<file path="src/rtl/imu_serial_frame_decoder_unit_defines.svh">
// assertion macros shared by the frame decoder rtl
// no dependencies; included by the modules that carry assertions
`ifndef IMU_SERIAL_FRAME_DECODER_UNIT_DEFINES_SVH
`define IMU_SERIAL_FRAME_DECODER_UNIT_DEFINES_SVH
`ifndef ASSERT_OFF
// property holds at every rising clock edge outside reset
`define ASSERT_CLK(label, clk, rst_n, prop) \
    label: assert property (@(posedge clk) disable iff (!rst_n) prop) \
        else $error("assertion failed");
// expression never true outside reset
`define ASSERT_NEVER(label, clk, rst_n, expr) \
    label: assert property (@(posedge clk) disable iff (!rst_n) !(expr)) \
        else $error("forbidden condition seen");
`else
`define ASSERT_CLK(label, clk, rst_n, prop)
`define ASSERT_NEVER(label, clk, rst_n, expr)
`endif
`endif

</file>
<file path="src/rtl/isfd_pkg.sv">
// shared constants, types and the scaling function of the frame decoder
// no dependencies
`timescale 1ns / 1ps
`default_nettype none
package isfd_pkg;
    localparam int FRAME_LEN            = 11;
    localparam int MAX_FRAMES_DEFAULT   = 3;
    localparam int POS_W                = 4;
    localparam int STORED_BYTES         = FRAME_LEN - 1;
    localparam int AXIS_W               = 23;
    localparam int EXTRA_W              = 16;

    localparam logic [7:0] HDR_BYTE     = 8'h55;
    localparam logic [7:0] TYPE_ACCEL   = 8'h51;
    localparam logic [7:0] TYPE_RATE    = 8'h52;
    localparam logic [7:0] TYPE_ANGLE   = 8'h53;

    localparam logic [1:0] KIND_ACCEL   = 2'd0;
    localparam logic [1:0] KIND_RATE    = 2'd1;
    localparam logic [1:0] KIND_ANGLE   = 2'd2;

    localparam logic [6:0] MUL_ACCEL    = 7'd125;
    localparam logic [6:0] MUL_RATE     = 7'd125;
    localparam logic [6:0] MUL_ANGLE    = 7'd45;

    // decoded frame at checksum time
    typedef struct packed {
        logic             hit;
        logic [1:0]       kind;
        logic [3:0][15:0] words;
    } t_frame_info;

    // raw signed word times a small unsigned gain, exact in 23 bits
    function automatic logic signed [AXIS_W-1:0] isfd_scale(
        input logic [15:0] w,
        input logic [6:0]  mul
    );
        logic signed [AXIS_W-1:0] a;
        logic signed [AXIS_W-1:0] m;
        a = $signed({{(AXIS_W-16){w[15]}}, w});
        m = $signed({{(AXIS_W-7){1'b0}}, mul});
        return a * m;
    endfunction
endpackage
`default_nettype wire

</file>
<file path="src/rtl/isfd_frame_asm.sv">
// byte framing, checksum and type decode of the frame decoder
// depends on isfd_pkg and the assertion macro header
`timescale 1ns / 1ps
`default_nettype none
`include "imu_serial_frame_decoder_unit_defines.svh"
module isfd_frame_asm import isfd_pkg::*; #(
    parameter int MAX_FRAMES_PER_BURST = MAX_FRAMES_DEFAULT
) (
    input  wire logic        i_clk,
    input  wire logic        i_rst_n,
    input  wire logic        i_step,
    input  wire logic        i_idle,
    input  wire logic [7:0]  i_byte,
    output t_frame_info      o_frame
);
    localparam int FC_W = $clog2(MAX_FRAMES_PER_BURST + 1);
    localparam logic [FC_W-1:0] FC_MAX = FC_W'(MAX_FRAMES_PER_BURST);
    localparam logic [POS_W-1:0] LAST_POS = POS_W'(STORED_BYTES);

    logic [7:0]       r_frame_bytes [STORED_BYTES];
    logic [7:0]       r_sum, n_sum;
    logic [POS_W-1:0] r_pos, n_pos;
    logic [FC_W-1:0]  r_frames, n_frames;
    logic             full;
    logic             at_check;

    assign full     = (r_frames >= FC_MAX);
    assign at_check = (r_pos == LAST_POS);

    always_comb begin
        n_sum    = r_sum;
        n_pos    = r_pos;
        n_frames = r_frames;
        if (i_step) begin
            if (i_idle) begin
                n_sum    = '0;
                n_pos    = '0;
                n_frames = '0;
            end else if (!full) begin
                if (at_check) begin
                    n_sum    = '0;
                    n_pos    = '0;
                    n_frames = r_frames + 1'b1;
                end else begin
                    n_sum = r_sum + i_byte;
                    n_pos = r_pos + 1'b1;
                end
            end
        end
    end

    always_ff @(posedge i_clk) begin
        if (!i_rst_n) begin
            r_sum    <= '0;
            r_pos    <= '0;
            r_frames <= '0;
        end else begin
            r_sum    <= n_sum;
            r_pos    <= n_pos;
            r_frames <= n_frames;
        end
    end

    // frame byte store, no reset: every byte is written before it is read
    always_ff @(posedge i_clk) begin
        for (int i = 0; i < STORED_BYTES; i++) begin
            if (i_step && !i_idle && !full && r_pos == POS_W'(i)) begin
                r_frame_bytes[i] <= i_byte;
            end
        end
    end

    always_comb begin
        logic good;
        logic known;
        good  = i_step && !i_idle && !full && at_check
                && (r_frame_bytes[0] == HDR_BYTE) && (r_sum == i_byte);
        known = 1'b1;
        o_frame.kind = KIND_ACCEL;
        case (r_frame_bytes[1])
            TYPE_ACCEL: o_frame.kind = KIND_ACCEL;
            TYPE_RATE:  o_frame.kind = KIND_RATE;
            TYPE_ANGLE: o_frame.kind = KIND_ANGLE;
            default:    known = 1'b0;
        endcase
        o_frame.hit = good && known;
        for (int k = 0; k < 4; k++) begin
            o_frame.words[k] = {r_frame_bytes[2*k+3], r_frame_bytes[2*k+2]};
        end
    end

    `ASSERT_NEVER(a_pos_in_frame, i_clk, i_rst_n, r_pos > LAST_POS)
    `ASSERT_NEVER(a_frames_bounded, i_clk, i_rst_n, r_frames > FC_MAX)
    `ASSERT_CLK(a_idle_clears, i_clk, i_rst_n,
        (i_step && i_idle) |=> (r_pos == '0 && r_sum == '0 && r_frames == '0))
endmodule
`default_nettype wire

</file>
<file path="src/rtl/imu_serial_frame_decoder_unit.sv">
// top level of the serial inertial frame decoder: input register, framing, scaled result register
// depends on isfd_pkg, isfd_frame_asm and the assertion macro header
//
//  channel   dir  tdata bits (low first)              tuser
//  s_axis    in   rx_byte[7:0]                        req_type (1 = line idle)
//  m_axis    out  axis_x, axis_y, axis_z, extra_word  frame_kind[1:0]
//                 [22:0] [45:23] [68:46] [84:69], zero to 88
//
// one transaction per cycle on the input while the result side does not stall; an input is registered
// in the input register, then in the result register; framing, checksum
// compare and the 23-bit gain multiply sit between them
// synchronous active-low reset clears byte position, checksum, frame count and valids
// a stalled result holds the pipeline; the input register still fills while empty
`timescale 1ns / 1ps
`default_nettype none
`include "imu_serial_frame_decoder_unit_defines.svh"
module imu_serial_frame_decoder_unit import isfd_pkg::*; #(
    parameter int MAX_FRAMES_PER_BURST = MAX_FRAMES_DEFAULT
) (
    input  wire logic         i_clk,
    input  wire logic         i_rst_n,
    input  wire logic         s_axis_tvalid,
    output logic              s_axis_tready,
    input  wire logic [7:0]   s_axis_tdata,   // rx_byte[7:0]
    input  wire logic [0:0]   s_axis_tuser,   // req_type[0]
    output logic              m_axis_tvalid,
    input  wire logic         m_axis_tready,
    output logic [87:0]       m_axis_tdata,   // axis_x, axis_y, axis_z, extra_word, zero pad
    output logic [1:0]        m_axis_tuser    // frame_kind[1:0]
);
    // input register
    logic        r_in_valid;
    logic        r_in_idle;
    logic [7:0]  r_in_byte;

    // result register
    logic                      r_out_valid, n_out_valid;
    logic [1:0]                r_out_kind;
    logic signed [AXIS_W-1:0]  r_out_x, r_out_y, r_out_z;
    logic [EXTRA_W-1:0]        r_out_extra;

    logic        advance;      // result register free or being drained
    logic        step;         // registered byte processed this cycle
    logic        in_accept;
    t_frame_info frame;
    logic [6:0]  gain;

    assign advance       = !r_out_valid || m_axis_tready;
    assign s_axis_tready = !r_in_valid || advance;
    assign in_accept     = s_axis_tvalid && s_axis_tready;
    assign step          = r_in_valid && advance;

    always_ff @(posedge i_clk) begin
        if (!i_rst_n) begin
            r_in_valid <= 1'b0;
        end else if (s_axis_tready) begin
            r_in_valid <= s_axis_tvalid;
        end
    end

    always_ff @(posedge i_clk) begin
        if (in_accept) begin
            r_in_idle <= s_axis_tuser[0];
            r_in_byte <= s_axis_tdata;
        end
    end

    isfd_frame_asm #(
        .MAX_FRAMES_PER_BURST(MAX_FRAMES_PER_BURST)
    ) u_frame_asm (
        .i_clk   (i_clk),
        .i_rst_n (i_rst_n),
        .i_step  (step),
        .i_idle  (r_in_idle),
        .i_byte  (r_in_byte),
        .o_frame (frame)
    );

    // gain per kind: accel and rate 125, angles 45
    always_comb begin
        case (frame.kind)
            KIND_ACCEL: gain = MUL_ACCEL;
            KIND_RATE:  gain = MUL_RATE;
            KIND_ANGLE: gain = MUL_ANGLE;
            default:    gain = MUL_ACCEL;
        endcase
    end

    assign n_out_valid = advance ? (step && frame.hit) : r_out_valid;

    always_ff @(posedge i_clk) begin
        if (!i_rst_n) begin
            r_out_valid <= 1'b0;
        end else begin
            r_out_valid <= n_out_valid;
        end
    end

    always_ff @(posedge i_clk) begin
        if (step && frame.hit) begin
            r_out_kind  <= frame.kind;
            r_out_x     <= isfd_scale(frame.words[0], gain);
            r_out_y     <= isfd_scale(frame.words[1], gain);
            r_out_z     <= isfd_scale(frame.words[2], gain);
            // rate frames carry no extra word
            r_out_extra <= (frame.kind == KIND_RATE) ? '0 : frame.words[3];
        end
    end

    assign m_axis_tvalid = r_out_valid;
    assign m_axis_tuser  = r_out_kind;
    assign m_axis_tdata  = {3'b000, r_out_extra, r_out_z, r_out_y, r_out_x};

    `ASSERT_CLK(a_rate_extra_zero, i_clk, i_rst_n,
        (r_out_valid && r_out_kind == KIND_RATE) |-> (r_out_extra == '0))
    `ASSERT_CLK(a_result_from_item, i_clk, i_rst_n,
        $rose(r_out_valid) |-> $past(r_in_valid))
    `ASSERT_CLK(a_empty_stage_ready, i_clk, i_rst_n,
        (!r_in_valid) |-> s_axis_tready)
endmodule
`default_nettype wire

</file>
<file path="config.mk">
export PLATFORM = sky130hd
export DESIGN_NAME = imu_serial_frame_decoder_unit
export DESIGN_NICKNAME = d
export VERILOG_FILES = /design/src/rtl/isfd_pkg.sv /design/src/rtl/isfd_frame_asm.sv /design/src/rtl/imu_serial_frame_decoder_unit.sv
export VERILOG_INCLUDE_DIRS = /design/src /design/src/rtl
export SDC_FILE = /design/constraint.sdc
export NUM_CORES = 1
export LEC_CHECK = 0
export BUFFER_PORTS_ARGS = -buffer_cell sky130_fd_sc_hd__buf_2
export CAP_MARGIN = 25
export CORE_UTILIZATION = 45
export CTS_CLUSTER_SIZE = 14
export DETAILED_ROUTE_END_ITERATION = 8
export GPL_ROUTABILITY_DRIVEN = 1
export PLACE_DENSITY = 0.68
export SYNTH_ARGS = -nofsm -noshare
export SYNTH_HDL_FRONTEND = slang
export SYNTH_SLANG_ARGS = --single-unit
</file>
<file path="constraint.sdc">
create_clock -name i_clk -period 25.7 [get_ports i_clk]
set_input_delay 5.14 -clock i_clk [delete_from_list [all_inputs] [get_ports i_clk]]
set_output_delay 5.14 -clock i_clk [all_outputs]
set_load 0.005 [all_outputs]
</file>
==> results of run 1 <==
-- cell families after synthesis --
group | count (synthesis) | share of synthesized area (%)
other | 1 | 0.0228
multiplexers | 1 | 0.0608
buffers and inverters | 480 | 11.1
AO/OA/AOI/OAI | 171 | 6.84
adder cells (fa/ha/maj) | 375 | 37.0
flip-flops | 192 | 34.1
AND/OR/NAND/NOR | 227 | 7.35
XOR/XNOR | 67 | 3.57
-- stage by stage --
step | instances | hold slack [ns]
final | 2098 | 0.517
after global placement | 2063 | 0.476
after floorplan | 1516 | 0.464
after CTS | 2095 | 0.515
after global routing | 2098 | 0.533
after detailed placement | 2063 | 0.497
-- worst paths after layout --
check	cells after the start	slack, ns	to
max	4	14.77	s_axis_tready
min	1	0.52	u_frame_asm.r_sum[6]$_SDFFE_PN0P_
max reg2reg	18	19.67	r_out_z[20]$_DFFE_PP_
min reg2reg	1	0.52	u_frame_asm.r_sum[6]$_SDFFE_PN0P_
-- registers in the layout, indices dropped and copies added, names as in the netlist --
register,count
r_in_valid,1
r_in_idle,1
r_out_extra,16
u_frame_asm.r_frames,2
m_axis_tvalid,1
r_out_y,23
m_axis_tuser,2
r_out_x,23
r_out_z,23
u_frame_asm.r_sum,8
u_frame_asm.r_frame_bytes,80
u_frame_asm.r_pos,4
r_in_byte,8
-- layout by cell type (no fill, tap or decap), types with 5 or more instances in the layout --
cell type,Yosys,routed
a21oi_1,52,52
a21o_1,16,16
edfxtp_1,176,176
a211oi_1,5,5
nor2b_1,16,16
nand2b_1,15,15
a21boi_0,5,5
o21ai_0,33,33
and2_1,53,53
inv_1,460,460
fa_1,187,187
a22oi_1,7,7
dfxtp_1,16,16
xnor2_1,53,53
o21a_1,6,6
nand2_1,29,29
buf_4,4,5
clkbuf_16,0,18
nand3_1,13,13
buf_2,3,101
ha_1,188,188
xor2_1,14,14
nor2_1,59,59
a31oi_1,7,7
nor3_1,10,10
o21bai_1,8,8
-- synthesized netlist by cell type, types with 3 or more instances --
cell type | instances | area [um^2]
nor2_1 | 59 | 221
nand2b_1 | 15 | 93.8
buf_4 | 4 | 30.0
a22oi_1 | 7 | 52.6
a21boi_0 | 5 | 37.5
xnor2_1 | 53 | 464
a21oi_1 | 52 | 260
and3_1 | 4 | 25.0
nand3_1 | 13 | 65.1
o21bai_1 | 8 | 60.1
xor2_1 | 14 | 123
a211oi_1 | 5 | 37.5
inv_1 | 460 | 1730
o21ai_0 | 33 | 165
o211ai_1 | 4 | 30.0
nor2b_1 | 16 | 100
a21o_1 | 16 | 120
and2_1 | 53 | 332
ha_1 | 188 | 2350
o21a_1 | 6 | 45.0
dfxtp_1 | 16 | 320
clkbuf_1 | 13 | 48.8
nor3_1 | 10 | 50.1
a31oi_1 | 7 | 43.8
nand2_1 | 29 | 109
or3_1 | 4 | 25.0
nand4_1 | 3 | 18.8
nand3b_1 | 4 | 30.0
nor4_1 | 4 | 25.0
buf_2 | 3 | 15.0
edfxtp_1 | 176 | 5290
or2_2 | 3 | 18.8
fa_1 | 187 | 3740
-- power groups by stage --
stage / combinational (mW) / sequential [mW] / clock [mW]
after floorplan: 0.0112 / 0.351 / 0
after detailed placement: 0.0140 / 0.355 / 0
after CTS: 0.0141 / 0.348 / 0.266
after global routing: 0.0161 / 0.348 / 0.277
after global placement: 0.0136 / 0.355 / 0
final: 0.0142 / 0.348 / 0.260
-- critical path, stage by stage --
cell and delay (ns):
buf_2 0.09, nor2b_1 0.29, nand2_1 0.13, buf_2 0.14
-- routing by layer --
metal | part of all wire [%] | wire length [um]
met5 | 0 | 0
met2 | 49 | 14100
met1 | 46 | 13300
met3 | 3.6 | 1030
met4 | 1.3 | 369
-- final cells by class --
class	count	share of cell area [%]
Inverter	460	9.55
Tap cell	461	3.19
Timing Repair Buffer	109	3.13
Sequential cell	192	31.0
Clock buffer	21	2.61
Multi-Input combinational cell	844	50.0
Clock inverter	11	0.512
==> metrics, run 1 <==
fraction of registers with async set/reset 0%; Worst Hold Class reg2reg; final setup fails 0; setup bufs post-CTS 0; Initial Util 46.0%; final setup TNS 0 ns; DIE WIDTH 193 um; gr busiest metal met2; YS warnings 0; placement-stage cell area 17500 um^2; register area share after synthesis roughly 34%; Sw Ratio 22.3%; Internal 0.483 mW; post_cts resized 0; met1 Usage GRT between 20% and 30%; Crit Path Category in2out; Finished Core Util between 50% and 60%; fin area 18100 um^2; IO buf count 101; global-route wire length before repair roughly 50 mm; maximum clock path buffer count 2; Slew headroom between 40% and 50%; fin crit share a little over two fifths; sequential power share 55.9%; antenna violations before repair 0; Core Area 35700 um^2; RePlAce Congestion 0.859; final wirelength slightly below 30 mm; Via Count 10215; Most used DFF post-synth edfxtp_1; post-route clock skew 0.0135 ns; Arrival @ worst endpoint about 5.8 ns; Critical R2R Launch u_frame_asm.r_frame_bytes[1][7]$_DFFE_PP_; max cap viols 0; CTS sink cnt 192; Worst Path Max Fanout 5; Synth-to-Final Area Change 9.88%; Total GRT Usage 16.8%; Yosys reg bits between 150 and 200; H-tree depth 4; Post-Syn Area per Cell 10.9 um^2; EDFF count, synth 176; I/O pins 105; Die ar. 37300 um^2; Final Power approximately 0.62 mW; post-route minimum period 10.93 ns; layout cell share with drive strength beyond 1 under 10%; Num CTS Buffers 17; Final Hold Fails 0; Worst-Margin Slew 0.848 ns; Fmax achieved 91.5 MHz; met2 usage 28.6%; initial drt markers 549; Final nets ~2000; area of the multi-input gates 9050 um^2; failing checks DRC; row cnt 69; CTS tree built; Pwr per Cell Area 34.4 nW/um^2; fillers 3242; Post-DRT Antenna Nets 0; storage element area 5610 um^2; WL/cell 13.7 um; Critical path origin m_axis_tready; Mapped Area roughly 16000 um^2; Setup WS pre-CTS around 15 ns; Vias/cell a little under 5; Peak supply drop 0.0000494 V; Skew-Pair Late Insertion Delay 0.45 ns; final worst slack ~15 ns; CTS root buf clkbuf_16; vias in the first global route 10640; Detailed Place HPWL 22.5 mm; Slew Viols, Final 0; min-delay src u_frame_asm.r_sum[6]$_SDFFE_PN0P_; Global Route met3 Usage 2.81%; Netlist cell types between 60 and 70; RSZ-0062 raised after global routing no; cell leakage power 8.66 nW; power share of the combinational group 2.3%; Post-Syn Instances 1514; Die H 193 um; ANT cells 0; # hold bufs at CTS 0; drc violations 2; gr ovfl total 0; status finished, violations left; net switching power 0.139 mW; largest net degree at the start of global routing 52; clock slew at reported path FFs 0.08 ns; 1st-pass router iterations 8; CP Launch Type input port; Worst Path Required 20.56 ns; clock power share about two fifths; CP endpoint kind output pin
Power figures use the tool's default switching activity.
==> run 2: changes to the inputs <==
clock period = 10.6 ns   (was 25.7 ns; I/O delays follow)
==> metrics, run 2 (same netlist as run 1, synthesis figures left out) <==
status finished, violations left; failing checks DRC; DP Cell Count 2066 (+0.15%); Pwr per Cell Area 83.2 nW/um^2 (+140%); Slew headroom 44.2% (+0.83 points); final setup fails 0 (unchanged); fin crit share around 56%; Die H 193 um (unchanged); CP most frequent cell fa_1; clock slew at reported path FFs 0.08 ns (about the same); Initial Util 46.0% (unchanged); Fmax achieved 169 MHz; CTS root buf clkbuf_16; CTS sink cnt 192 (unchanged); post_cts resized 0 (unchanged); H-tree depth 4 (unchanged); Peak supply drop 0.0000906 V (+83%); final wirelength 30.1 mm (+4.5%); row cnt 69 (unchanged); Worst-Margin Slew 0.836 ns (-0.0125 ns); Synth-to-Final Area Change 9.83% (about the same); critical path's top delay family adder cells; Detailed Place HPWL 23.6 mm (+5.1%); min-delay src u_frame_asm.r_sum[6]$_SDFFE_PN0P_; vias in the first global route 10992 (+3.3%); max reg flops 80 (unchanged); Die ar. 37300 um^2 (unchanged); 1st-pass router iterations 9 (+1); Arrival @ worst endpoint 6.18 ns (+0.39 ns); # hold bufs at CTS 0 (unchanged); most frequent cells in the layout 460 x inv_1, 188 x ha_1, 187 x fa_1; RePlAce Congestion 0.869 (+1.2%); Final Hold Fails 0 (unchanged); Crit Path Category reg2reg; Post-DRT Antenna Nets 0 (unchanged); Non-Filler Instances 2098 (unchanged); gr ovfl total 0 (unchanged); CP endpoint kind register; Slew Viols, Final 0 (unchanged); Worst Hold Class reg2reg; Worst Path Max Fanout 17 (+12); Core Area 35700 um^2 (unchanged); CP Launch Type register; Worst Path Required 10.86 ns (-9.70 ns); Final Power 1.50 mW (+140%); post-route minimum period 5.92 ns; post-route clock skew 0.0107 ns (-0.00282 ns); setup bufs post-CTS 0 (unchanged); cell leakage power 8.67 nW (about the same); IO buf count 101 (unchanged); drc violations 8 (+6); Final nets 2012 (unchanged); most common cell after layout, fill and taps aside inv_1; antenna violations before repair 0 (unchanged); Skew-Pair Late Insertion Delay 0.44 ns (about the same); WL/cell 14.4 um (+4.5%); Critical R2R Launch u_frame_asm.r_frame_bytes[1][5]$_DFFE_PP_; Num CTS Buffers 17 (unchanged); RSZ-0062 raised after global routing no; Via Count 10259 (+0.43%); final setup TNS 0 ns (unchanged); global-route wire length before repair 52.8 mm (+5.1%); maximum clock path buffer count 2 (unchanged); I/O pins 105 (unchanged); initial drt markers 513 (-6.6%); Critical Path Max Stage Delay 0.63 ns (+0.34 ns); largest register by flop count u_frame_asm.r_frame_bytes; layout cell share with drive strength beyond 1 9.35% (+0.12 points); Total GRT Usage 17.6% (+0.86 points); Critical path origin u_frame_asm.r_frame_bytes[1][5]$_DFFE_PP_; largest net degree at the start of global routing 52 (unchanged); crit path cell chain nand4bb_1 > nor3_1 > nand3_1 > inv_1 > nor2_1 > fa_1 > fa_1 > fa_1 > inv_1 > fa_1 > inv_1 > ha_1 > o211ai_2 > a21oi_2 > o41a_1 > o211ai_2 > or4b_1 > o311ai_1; CP Buf/Inv Count 3 (+1); max cap viols 0 (unchanged); ANT cells 0 (unchanged); DIE WIDTH 193 um (unchanged); CTS tree built; slowest stage cell, crit path inv_1; Vias/cell 4.89 (+0.43%)
-- run 2: final timing paths --
| check | endpoint | slack [ns] | cells after the start |
|---|---|---|---|
| setup / recovery | r_out_z[20]$_DFFE_PP_ | 4.68 | 18 |
| hold reg to reg | u_frame_asm.r_sum[6]$_SDFFE_PN0P_ | 0.51 | 1 |
| hold / removal | u_frame_asm.r_sum[6]$_SDFFE_PN0P_ | 0.51 | 1 |
| setup reg to reg | r_out_z[20]$_DFFE_PP_ | 4.68 | 18 |
-- run 2: metal layers --
layer  track usage [%]  up-vias  wire length, um
li1                  -     4983                -
met1              22.9     5105            13500
met2              30.9      143            15200
met3              2.39       28              880
met4              4.80        0              469
met5                 0        -                0
-- run 2: power by group --
group	switching [mW]	internal, mW
clock network	0.316	0.309
logic	0.0197	0.0148
registers	0.0157	0.829
-- run 2: cell type report --
class | instances | area [um^2]
fillers | 3261 | 17700
clock buffers | 17 | 425
well taps | 461 | 577
multi-input cells | 844 | 9050
inverters | 460 | 1730
flip-flops and latches | 192 | 5610
repair buffers | 109 | 563
clock inverters | 15 | 124
-- run 2: through the flow --
| stage | instance area (um^2) | hold WS [ns] | setup WS [ns] | util [%] |
|---|---|---|---|---|
| after CTS | 18100 | 0.504 | 4.68 | 50.6 |
| final | 18100 | 0.506 | 4.68 | 50.6 |
| after global routing | 18100 | 0.515 | 4.26 | 50.6 |
| after floorplan | 16500 | 0.464 | 2.38 | - |
| after detailed placement | 17500 | 0.489 | 4.70 | 49.0 |
| after global placement | 17500 | 0.474 | 4.90 | 49.0 |
==> run 3: changes to the inputs <==
PLACE_DENSITY = 0.7   (was 0.68)
clock period = 4.92 ns   (was 10.6 ns; I/O delays follow)
==> metrics, run 3 (same netlist as run 1, synthesis figures left out) <==
CTS root buf clkbuf_16; Non-Filler Instances 2235 (+6.5%); Skew-Pair Late Insertion Delay 0.44 ns (about the same); Via Count 10829 (+5.6%); net switching power 0.777 mW (+120%); clock power share 42.1% (+0.6 points); sequential power share 55.3% (-0.9 points); RePlAce Congestion 0.877 (+0.89%); WL/cell 14.4 um (+0.53%); fillers 2955 (-9.4%); power share of the combinational group 2.6% (+0.3 points); WHS Path Cells 1 (unchanged); CP most frequent cell fa_1; post-route clock skew 0.0148 ns (+0.00407 ns); final setup fails 21 (+21); CP Depth 22 (+4); I/O pins 105 (unchanged); initial drt markers 492 (-4.1%); Final Hold Fails 0 (unchanged); clock slew at reported path FFs 0.08 ns (about the same); max reg flops 80 (unchanged); area of the multi-input gates 9880 um^2 (+9.1%); Sw Ratio 23.7% (+0.29 points); final setup TNS -2.48 ns (-2.48 ns); 1st-pass router iterations 8 (-1); Pwr per Cell Area 164 nW/um^2 (+97%); Critical Path Max Stage Delay 0.55 ns (-0.08 ns); final wirelength 32.2 mm (+7.1%); most frequent cells in the layout 437 x inv_1, 186 x fa_1, 176 x edfxtp_1; CTS sink cnt 192 (unchanged); slowest stage cell, crit path fa_1; CP endpoint kind register; Vias/cell 4.85 (-0.91%); DIE WIDTH 193 um (unchanged); largest net degree at the start of global routing 60 (+15%); cell leakage power 9.45 nW (+9.0%); Fmax achieved 191 MHz (+13%); failing checks DRC, setup timing; Worst Path Max Fanout 6 (-11); max cap viols 0 (unchanged); Slew Viols, Final 0 (unchanged); Slew headroom 28.2% (-16 points); Hold Slack 0.501 ns (-0.00473 ns); Worst Path Required 5.12 ns (-5.74 ns); vias in the first global route 11343 (+3.2%); Detailed Place HPWL 24.5 mm (+3.5%); DP Cell Count 2179 (+5.5%); status finished, violations left; gr ovfl total 0 (unchanged); ANT cells 0 (unchanged); Worst-Margin Slew 1.07 ns (+0.234 ns); most common cell after layout, fill and taps aside inv_1; Die ar. 37300 um^2 (unchanged); Core Area 35700 um^2 (unchanged); Num CTS Buffers 17 (unchanged); H-tree depth 4 (unchanged); Final nets 2149 (+6.8%); Post-DRT Antenna Nets 0 (unchanged); CP Buf/Inv Count 7 (+4); maximum clock path buffer count 2 (unchanged); Setup WS pre-CTS -0.242 ns (-4.94 ns); Crit Path Category reg2reg; fin crit share 106% (+51 points); Total GRT Usage 17.6% (-0.048 points); post-route minimum period 5.23 ns (-0.683 ns); antenna violations before repair 0 (unchanged); Arrival @ worst endpoint 5.43 ns (-0.75 ns); final worst slack -0.314 ns (-5.00 ns); Initial Util 46.0% (unchanged); IO buf count 101 (unchanged); Die H 193 um (unchanged); Internal 2.51 mW (+120%); largest register by flop count u_frame_asm.r_frame_bytes; Worst Hold Class reg2reg; CTS tree built; storage element area 5610 um^2 (unchanged); Finished Core Util 56.2% (+5.6 points); crit path cell chain nand4bb_4 > nor3_4 > nand3_4 > buf_6 > buf_6 > buf_6 > and2_4 > fa_1 > inv_2 > fa_1 > inv_1 > fa_1 > inv_1 > fa_1 > inv_2 > ha_4 > a21oi_1 > o21ai_1 > a31oi_1 > nand2_2 > a211o_1 > xnor2_1; critical path's top delay family adder cells; Peak supply drop 0.000234 V (+160%); Synth-to-Final Area Change 21.9%; worst r2r path cells 22 (+4); drc violations 4 (-4); layout cell share with drive strength beyond 1 24.0% (+15 points); RSZ-0062 raised after global routing yes; CP Launch Type register; row cnt 69 (unchanged); global-route wire length before repair 53.1 mm (+0.64%); # hold bufs at CTS 0 (unchanged)
## run 3: cell count changes in the layout (fill, tap and decap cells not counted), moves of 22 or more
cell     change
o21ai_0     -23
ha_4        +27
inv_2       +22
buf_6       +23
inv_1       -23
buf_4      +114
ha_1        -28
a21oi_1     -22
## run 3: timing repair
item / CTS / global route
setup buffers: 2 / 20
cloned: 0 / 1
pin swaps: 7 / 53
setup endpoints to repair: 30 / 37
gates resized for setup: 36 / 156
hold endpoints to repair: 0 / 0
## run 3: through the flow
stage                     area, um^2  total power, mW
after global routing           20100             3.37
after CTS                      19200             3.30
after detailed placement       18500             1.93
final                          20100             3.28
after global placement         18500             1.93
after floorplan                16600             1.89
## run 3: power by group through the flow
| stage | registers [mW] | logic, mW | clock network [mW] |
|---|---|---|---|
| global route | 1.82 | 0.0951 | 1.46 |
| CTS | 1.82 | 0.0801 | 1.41 |
| floorplan | 1.83 | 0.0594 | 0 |
| detailed placement | 1.85 | 0.0781 | 0 |
| finish | 1.82 | 0.0855 | 1.38 |
| global placement | 1.85 | 0.0759 | 0 |
## run 3: layout make-up
| cell class | count | share of cell area, % |
|---|---|---|
| repair buffers | 246 | 8.37 |
| well taps | 461 | 2.87 |
| inverters | 460 | 8.64 |
| clock inverters | 15 | 0.829 |
| multi-input cells | 844 | 49.2 |
| clock buffers | 17 | 2.12 |
| flip-flops and latches | 192 | 27.9 |
## run 3: path summary, 6_finish.rpt
check                                            startpoint                           endpoint  slack (ns)
hold reg to reg           u_frame_asm.r_sum[6]$_SDFFE_PN0P_  u_frame_asm.r_sum[6]$_SDFFE_PN0P_        0.50
setup / recovery  u_frame_asm.r_frame_bytes[1][5]$_DFFE_PP_              r_out_y[22]$_DFFE_PP_       -0.31
setup reg to reg  u_frame_asm.r_frame_bytes[1][5]$_DFFE_PP_              r_out_y[22]$_DFFE_PP_       -0.31
hold / removal            u_frame_asm.r_sum[6]$_SDFFE_PN0P_  u_frame_asm.r_sum[6]$_SDFFE_PN0P_        0.50
## run 3: routing by layer
layer	vias to the layer above	track usage [%]	share of wire, %
met5	-	0	0
met4	0	4.83	1.7
met3	41	2.53	3.2
met2	171	30.8	50
met1	5358	22.7	45
li1	5259	-	-
